[src/hw/rtl/tdf_pkg.sv]
package tdf_pkg;

    localparam int VALUE_BITS = 31;
    // Trial divisors stay at or below the square root of the value range, plus one.
    localparam int DIV_BITS   = (VALUE_BITS + 2) / 2;
    localparam int CNT_BITS   = $clog2(VALUE_BITS + 1);
    localparam int TDATA_BITS = ((VALUE_BITS + 7) / 8) * 8;

    typedef enum logic [1:0] {
        ST_IDLE,
        ST_CHECK,
        ST_DIV,
        ST_EMIT
    } tdf_state_t;

    typedef struct packed {
        logic load;       // take a new request into the remainder
        logic div_start;  // start remainder / divisor
        logic take_quot;  // remainder becomes the quotient
        logic incr;       // next trial divisor
        logic emit;       // write the output register
        logic emit_rem;   // emit the remainder (last) instead of the divisor
    } tdf_cmd_t;

    typedef struct packed {
        logic below_two;  // remainder is 0 or 1
        logic div_busy;
        logic stop;       // divisor exceeds the quotient
        logic exact;      // divisor divides the remainder
        logic out_free;
    } tdf_status_t;

endpackage

[src/hw/rtl/tdf_ctrl.sv]
module tdf_ctrl
    import tdf_pkg::*;
(
    input  logic        aclk,
    input  logic        aresetn,
    input  logic        s_tvalid,
    output logic        s_tready,
    input  tdf_status_t status,
    output tdf_cmd_t    cmd
);

    tdf_state_t state_reg, state_next;
    logic       final_reg, final_next;

    always_ff @(posedge aclk) begin
        if (!aresetn) begin
            state_reg <= ST_IDLE;
            final_reg <= 1'b0;
        end else begin
            state_reg <= state_next;
            final_reg <= final_next;
        end
    end

    always_comb begin
        state_next = state_reg;
        final_next = final_reg;
        cmd        = '0;
        s_tready   = 1'b0;
        unique case (state_reg)
            ST_IDLE: begin
                s_tready = 1'b1;
                if (s_tvalid) begin
                    cmd.load   = 1'b1;
                    state_next = ST_CHECK;
                end
            end
            ST_CHECK: begin
                if (status.below_two) begin
                    final_next = 1'b1;
                    state_next = ST_EMIT;
                end else begin
                    cmd.div_start = 1'b1;
                    state_next    = ST_DIV;
                end
            end
            ST_DIV: begin
                if (!status.div_busy) begin
                    if (status.stop) begin
                        final_next = 1'b1;
                        state_next = ST_EMIT;
                    end else if (status.exact) begin
                        final_next = 1'b0;
                        state_next = ST_EMIT;
                    end else begin
                        cmd.incr   = 1'b1;
                        state_next = ST_CHECK;
                    end
                end
            end
            ST_EMIT: begin
                if (status.out_free) begin
                    cmd.emit     = 1'b1;
                    cmd.emit_rem = final_reg;
                    // After a found factor the quotient carries on as the remainder.
                    cmd.take_quot = !final_reg;
                    state_next    = final_reg ? ST_IDLE : ST_CHECK;
                end
            end
            default: state_next = ST_IDLE;
        endcase
    end

endmodule

[src/hw/rtl/tdf_datapath.sv]
module tdf_datapath
    import tdf_pkg::*;
(
    input  logic                  aclk,
    input  logic                  aresetn,
    input  logic [VALUE_BITS-1:0] in_value,
    input  tdf_cmd_t              cmd,
    output tdf_status_t           status,
    output logic                  out_valid,
    input  logic                  out_ready,
    output logic [VALUE_BITS-1:0] out_factor,
    output logic                  out_last
);

    logic [VALUE_BITS-1:0] rem_reg;
    logic [DIV_BITS-1:0]   div_reg;
    logic [VALUE_BITS-1:0] quot_reg;
    logic [DIV_BITS-1:0]   part_reg;
    logic [CNT_BITS-1:0]   cnt_reg;
    logic                  out_valid_reg;
    logic [VALUE_BITS-1:0] factor_reg;
    logic                  last_reg;

    logic [DIV_BITS:0]     shifted;
    logic [DIV_BITS:0]     diff;
    logic                  fits;

    // Restoring divider: one quotient bit per cycle.
    assign shifted = {part_reg, quot_reg[VALUE_BITS-1]};
    assign diff    = shifted - {1'b0, div_reg};
    assign fits    = (shifted >= {1'b0, div_reg});

    always_ff @(posedge aclk) begin
        if (!aresetn) begin
            cnt_reg <= '0;
        end else if (cmd.div_start) begin
            cnt_reg <= CNT_BITS'(VALUE_BITS);
        end else if (cnt_reg != '0) begin
            cnt_reg <= cnt_reg - CNT_BITS'(1);
        end
    end

    always_ff @(posedge aclk) begin
        if (cmd.div_start) begin
            part_reg <= '0;
            quot_reg <= rem_reg;
        end else if (cnt_reg != '0) begin
            part_reg <= fits ? diff[DIV_BITS-1:0] : shifted[DIV_BITS-1:0];
            quot_reg <= {quot_reg[VALUE_BITS-2:0], fits};
        end
    end

    always_ff @(posedge aclk) begin
        if (!aresetn) begin
            rem_reg <= '0;
            div_reg <= DIV_BITS'(2);
        end else if (cmd.load) begin
            rem_reg <= in_value;
            div_reg <= DIV_BITS'(2);
        end else begin
            if (cmd.take_quot) begin
                rem_reg <= quot_reg;
            end
            if (cmd.incr) begin
                div_reg <= div_reg + DIV_BITS'(1);
            end
        end
    end

    always_ff @(posedge aclk) begin
        if (!aresetn) begin
            out_valid_reg <= 1'b0;
        end else if (cmd.emit) begin
            out_valid_reg <= 1'b1;
        end else if (out_ready) begin
            out_valid_reg <= 1'b0;
        end
    end

    always_ff @(posedge aclk) begin
        if (cmd.emit) begin
            factor_reg <= cmd.emit_rem ? rem_reg : VALUE_BITS'(div_reg);
            last_reg   <= cmd.emit_rem;
        end
    end

    assign status.below_two = (rem_reg[VALUE_BITS-1:1] == '0);
    assign status.div_busy  = (cnt_reg != '0);
    assign status.stop      = (VALUE_BITS'(div_reg) > quot_reg);
    assign status.exact     = (part_reg == '0);
    assign status.out_free  = !out_valid_reg || out_ready;

    assign out_valid  = out_valid_reg;
    assign out_factor = factor_reg;
    assign out_last   = last_reg;

endmodule

[src/hw/rtl/trial_division_factorizer_core.sv]
// Channel  Direction  Payload
// s_       in         tdata: value [30:0]
// m_       out        tdata: factor [30:0]; tlast: last factor of the request
//
// Each trial division runs the restoring divider, which produces one quotient bit
// per cycle. A request tries each trial divisor up to the square root of the
// value; a divisor that divides it is emitted and then tried again on the quotient.
// Synchronous active-low reset clears the controller, remainder, divider count
// and valid, and sets the divisor to 2.
// A full result register stalls the search at the next factor; one request at a time.
module trial_division_factorizer_core
    import tdf_pkg::*;
(
    input  logic                  aclk,
    input  logic                  aresetn,
    input  logic                  s_tvalid,
    output logic                  s_tready,
    input  logic [TDATA_BITS-1:0] s_tdata,  // [30:0] value
    output logic                  m_tvalid,
    input  logic                  m_tready,
    output logic [TDATA_BITS-1:0] m_tdata,  // [30:0] factor
    output logic                  m_tlast
);

    tdf_cmd_t              cmd;
    tdf_status_t           status;
    logic [VALUE_BITS-1:0] factor;

    tdf_ctrl u_ctrl (
        .aclk     (aclk),
        .aresetn  (aresetn),
        .s_tvalid (s_tvalid),
        .s_tready (s_tready),
        .status   (status),
        .cmd      (cmd)
    );

    tdf_datapath u_datapath (
        .aclk       (aclk),
        .aresetn    (aresetn),
        .in_value   (s_tdata[VALUE_BITS-1:0]),
        .cmd        (cmd),
        .status     (status),
        .out_valid  (m_tvalid),
        .out_ready  (m_tready),
        .out_factor (factor),
        .out_last   (m_tlast)
    );

    assign m_tdata = TDATA_BITS'(factor);

endmodule

[config.mk]
export PLATFORM = sky130hd
export DESIGN_NAME = trial_division_factorizer_core
export DESIGN_NICKNAME = d
export VERILOG_FILES = /design/src/hw/rtl/tdf_pkg.sv /design/src/hw/rtl/tdf_ctrl.sv /design/src/hw/rtl/tdf_datapath.sv /design/src/hw/rtl/trial_division_factorizer_core.sv
export SDC_FILE = /design/constraint.sdc
export NUM_CORES = 1
export LEC_CHECK = 0
export ABC_AREA = 1
export BUFFER_PORTS_ARGS = -buffer_cell sky130_fd_sc_hd__buf_2
export CORE_AREA = 2 2 116 118
export DETAILED_ROUTE_END_ITERATION = 8
export DIE_AREA = 0 0 118 120
export PLACE_DENSITY = 0.79
export RECOVER_POWER = 25
export SETUP_SLACK_MARGIN = 0.3
export SKIP_CTS_REPAIR_TIMING = 1
export SLEW_MARGIN = 10
export SYNTH_ARGS = -nofsm -noshare
export SYNTH_HDL_FRONTEND = slang
export SYNTH_SLANG_ARGS = --single-unit
export TNS_END_PERCENT = 20
[constraint.sdc]
create_clock -name aclk -period 9.5 [get_ports aclk]
set_clock_uncertainty 0.2 [all_clocks]
set_input_delay 1.9 -clock aclk [delete_from_list [all_inputs] [get_ports aclk]]
set_output_delay 1.9 -clock aclk [all_outputs]
set_load 0.05 [all_outputs]
==> impl_results.md <==
* Die boundary width at 118 um
* Clock latency on the worst-skew pair at 0.43 ns
* Maximum Capacitance Violations at 3
* Fraction of final layout cells sized beyond drive strength 1 at 10.4%
* Boundary pin count at 71
* CP max stage delay at 0.81 ns
* Cell Chain, Critical Path: buf_2, nand2_1, buf_4, inv_1, a21oi_1, clkinv_1, buf_4, o21ai_0, a31oi_1
* Met1 Track Usage GR at 34.0%
* Final design utilization at 66.4%
* Synthesized net count at 1071
* Global-route layer with the greatest usage: met2
* Via count of the first global-routing pass at 6452
* Placed Cells incl. Taps at 1205
* Total clock sinks at 135
* Portion of the clock cycle consumed by the worst path in the final layout at 43.2%
* Largest delay share family, worst path: buffers and inverters
* Number of non-filler instances in the completed layout at 1237
* Drt pass-1 iters at 6
* Cell variety after synth at 35
* Count of unresolved DRC violations after routing at 0
* Yosys warnings at 0
* Power density of the placed cells at 342 nW/um^2
* TritonCTS Buffers at 17
* Dpl hpwl at 11800 um
* Global Route Usage Sum at 26.7%
* Antenna violations before repair at 0
* Outcome: finished, violations left
* Setup repair after global routing missed its margin: false
* Rows at 42
* Wirelength, routed at 17800 um
* Most frequent cells in the layout: 267 x sky130_fd_sc_hd__nand2_1, 136 x sky130_fd_sc_hd__inv_1, 87 x sky130_fd_sc_hd__o21ai_0
* Total Die Area at 14200 sq um
* Worst min-delay path class: register to register
* Share of flip-flops with an asynchronous set or reset after synthesis at 0%
* Post-synth design cell area at 7580 sq um
* Ys flop type: sky130_fd_sc_hd__dfxtp_1
* Detail-routed via count per cell at 5.50
* Setup TNS after final layout at 0 ns
* Critical path class: primary input to register
* Number of cells traversed by the worst register-to-register path at 9
* Root buffer cell: sky130_fd_sc_hd__clkbuf_16
* Pin count of the biggest net entering global routing at 63
* Number of nets with antenna violations after detailed routing at 0
* Die Y at 120 um
* Number of flops mapped to enable cells by yosys at 63
* Number of endpoints with negative hold slack in the final report at 0
* #FFs+latches synth at 135
* Most frequent CP cell: sky130_fd_sc_hd__buf_4
* Element type at the critical path end: register
* Relative slew margins at -48.2%
* Largest fanout on the critical path at 62
* Nets@finish at 1124
* Leakage at 3.72 nW
* Largest family of logic cells by synthesized area: simple AND/OR/NAND/NOR gates
* Remaining Overflow, GRT at 0
* Standard cell core area at 13000 sq um
* Initial Util at 58.4%
* Wire length of the first global-routing pass at 30300 um
* Violation count after the first detailed-route iteration at 784
* Compound-cell area share of the yosys netlist at 12.1%
* Number of pins with negative max-slew slack in the final report at 126
* Achievable frequency at 0.244 GHz
* Xor-xnor portion of the synthesized cell area at 3.46%
* Arrival time of data at the critical path endpoint at 4.24 ns
* Wire per inst at 14.4 um
* Clock tree from TritonCTS: done
* Simple-gate share of the synthesized area at 24.5%
* Setup violations, final at 0
* Avg Cell Area, Syn at 7.62 sq um
* Growth of design area from synthesis to finish at 13.6%
* Combined area of the multi-input logic cells at 3560 sq um
* Met2 Use GR at 44.0%
* Number of cells on the worst hold path at 1
* Cell depth of the worst setup path at 9
* Final weighted congestion in routability-driven placement at 0.967
* Share of the yosys chip area belonging to registers at 43.9%
* Leading cell type in the layout, fill and taps excluded: sky130_fd_sc_hd__nand2_1
* Antenna cells at 0
* Violated checks: capacitance limit, slew limit
* Least-Margin Pin Slew at 2.22 ns
* Clock tree buffer depth at 2
* Global-route track usage on met3 at 6.04%
* Peak supply drop at 0.000194 V
* Clock slew at reported path FFs at 0.06 ns
* Arithmetic-cell share of the synthesized area counting full adders, half adders and majority gates at 6.70%
* I/O Buffers at 68
* Post-synthesis instance total at 995
* Req. time, crit path at 9.64 ns
* Post-route minimum period at 4.10 ns
* Max H-tree Level at 4
* Filler Cells Inserted at 1088
* Number of buffer and inverter instances along the worst setup path at 5
* Total via count in the routed design at 6802
* Critical Path Slowest Stage Cell: sky130_fd_sc_hd__inv_1
* Storage cell area at 3330 sq um
* Critical Path Source Type: primary input
* Portion of netlist area occupied by mux cells at 0%
-- cells in the mapped netlist (7+ instances only) --
master / n / area [sq um]
sky130_fd_sc_hd__clkbuf_1: 27 / 101
sky130_fd_sc_hd__nor3_1: 14 / 70.1
sky130_fd_sc_hd__buf_2: 7 / 35.0
sky130_fd_sc_hd__ha_1: 39 / 488
sky130_fd_sc_hd__nand2_1: 267 / 1000
sky130_fd_sc_hd__nor2_1: 69 / 259
sky130_fd_sc_hd__dfxtp_1: 72 / 1440
sky130_fd_sc_hd__xor2_1: 25 / 219
sky130_fd_sc_hd__o21ai_0: 87 / 435
sky130_fd_sc_hd__a31oi_1: 31 / 194
sky130_fd_sc_hd__nand3_1: 53 / 265
sky130_fd_sc_hd__nand4_1: 30 / 188
sky130_fd_sc_hd__inv_1: 136 / 510
sky130_fd_sc_hd__edfxtp_1: 63 / 1890
sky130_fd_sc_hd__a21oi_1: 41 / 205
-- cell type report --
class | instances | area share (%)
multi-input cells | 683 | 41.3
flip-flops and latches | 135 | 38.7
inverters | 137 | 5.97
clock buffers | 19 | 5.14
repair buffers | 74 | 4.37
well taps | 176 | 2.56
clock inverters | 13 | 1.95
-- kinds of logic (layout without fill, tap and decap cells) --
kind of cell | Yosys count | after routing
AND/OR/NAND/NOR | 443 | 443
adder cells (fa/ha/maj) | 40 | 40
AO/OA/AOI/OAI | 169 | 169
buffers and inverters | 177 | 243
XOR/XNOR | 30 | 30
other | 1 | 1
flip-flops | 135 | 135
-- worst paths after layout --
path | start | slack, ns | endpoint
worst max register to register | u_datapath.rem_reg[29]$_SDFFE_PN0P_ | 5.40 | u_datapath.cnt_reg[0]$_SDFFE_PN0P_
worst max-delay path | s_tvalid | 5.40 | u_datapath.rem_reg[12]$_SDFFE_PN0P_
worst min-delay path | u_datapath.cnt_reg[0]$_SDFFE_PN0P_ | 0.27 | u_datapath.cnt_reg[0]$_SDFFE_PN0P_
worst min register to register | u_datapath.cnt_reg[0]$_SDFFE_PN0P_ | 0.27 | u_datapath.cnt_reg[0]$_SDFFE_PN0P_
-- metrics by stage --
stage | hold WS, ns | power [mW] | setup slack (ns) | area, sq um
global placement | 0.251 | 2.22 | 5.20 | 8020
global route | 0.273 | 3.19 | 4.90 | 8620
floorplan | 0.236 | 1.97 | 5.01 | 7580
finish | 0.267 | 2.95 | 5.40 | 8620
CTS | 0.265 | 2.95 | 5.47 | 8630
detailed placement | 0.251 | 2.25 | 5.09 | 8020
-- routing by layer --
| metal | wire, um | share of wire [%] |
|---|---|---|
| met5 | 0 | 0 |
| met1 | 7730 | 43 |
| met3 | 1170 | 6.6 |
| met2 | 8520 | 48 |
| met4 | 391 | 2.2 |
-- where the power goes --
group | switching, mW | leakage (nW) | internal [mW]
Clock | 0.259 | 0.296 | 0.422
Combinational | 0.881 | 2.19 | 0.423
Sequential | 0.120 | 1.23 | 0.843
Total | 1.26 | 3.72 | 1.69
-- worst reg2reg max path, delay by kind of cell, from the launching register on --
kind,cells,cell delay (ns)
buffers and inverters,2,1.66
AND/OR/NAND/NOR,6,1.32
AO/OA/AOI/OAI,1,0.43
flip-flops,1,0.37
Power figures use the tool's default switching activity.
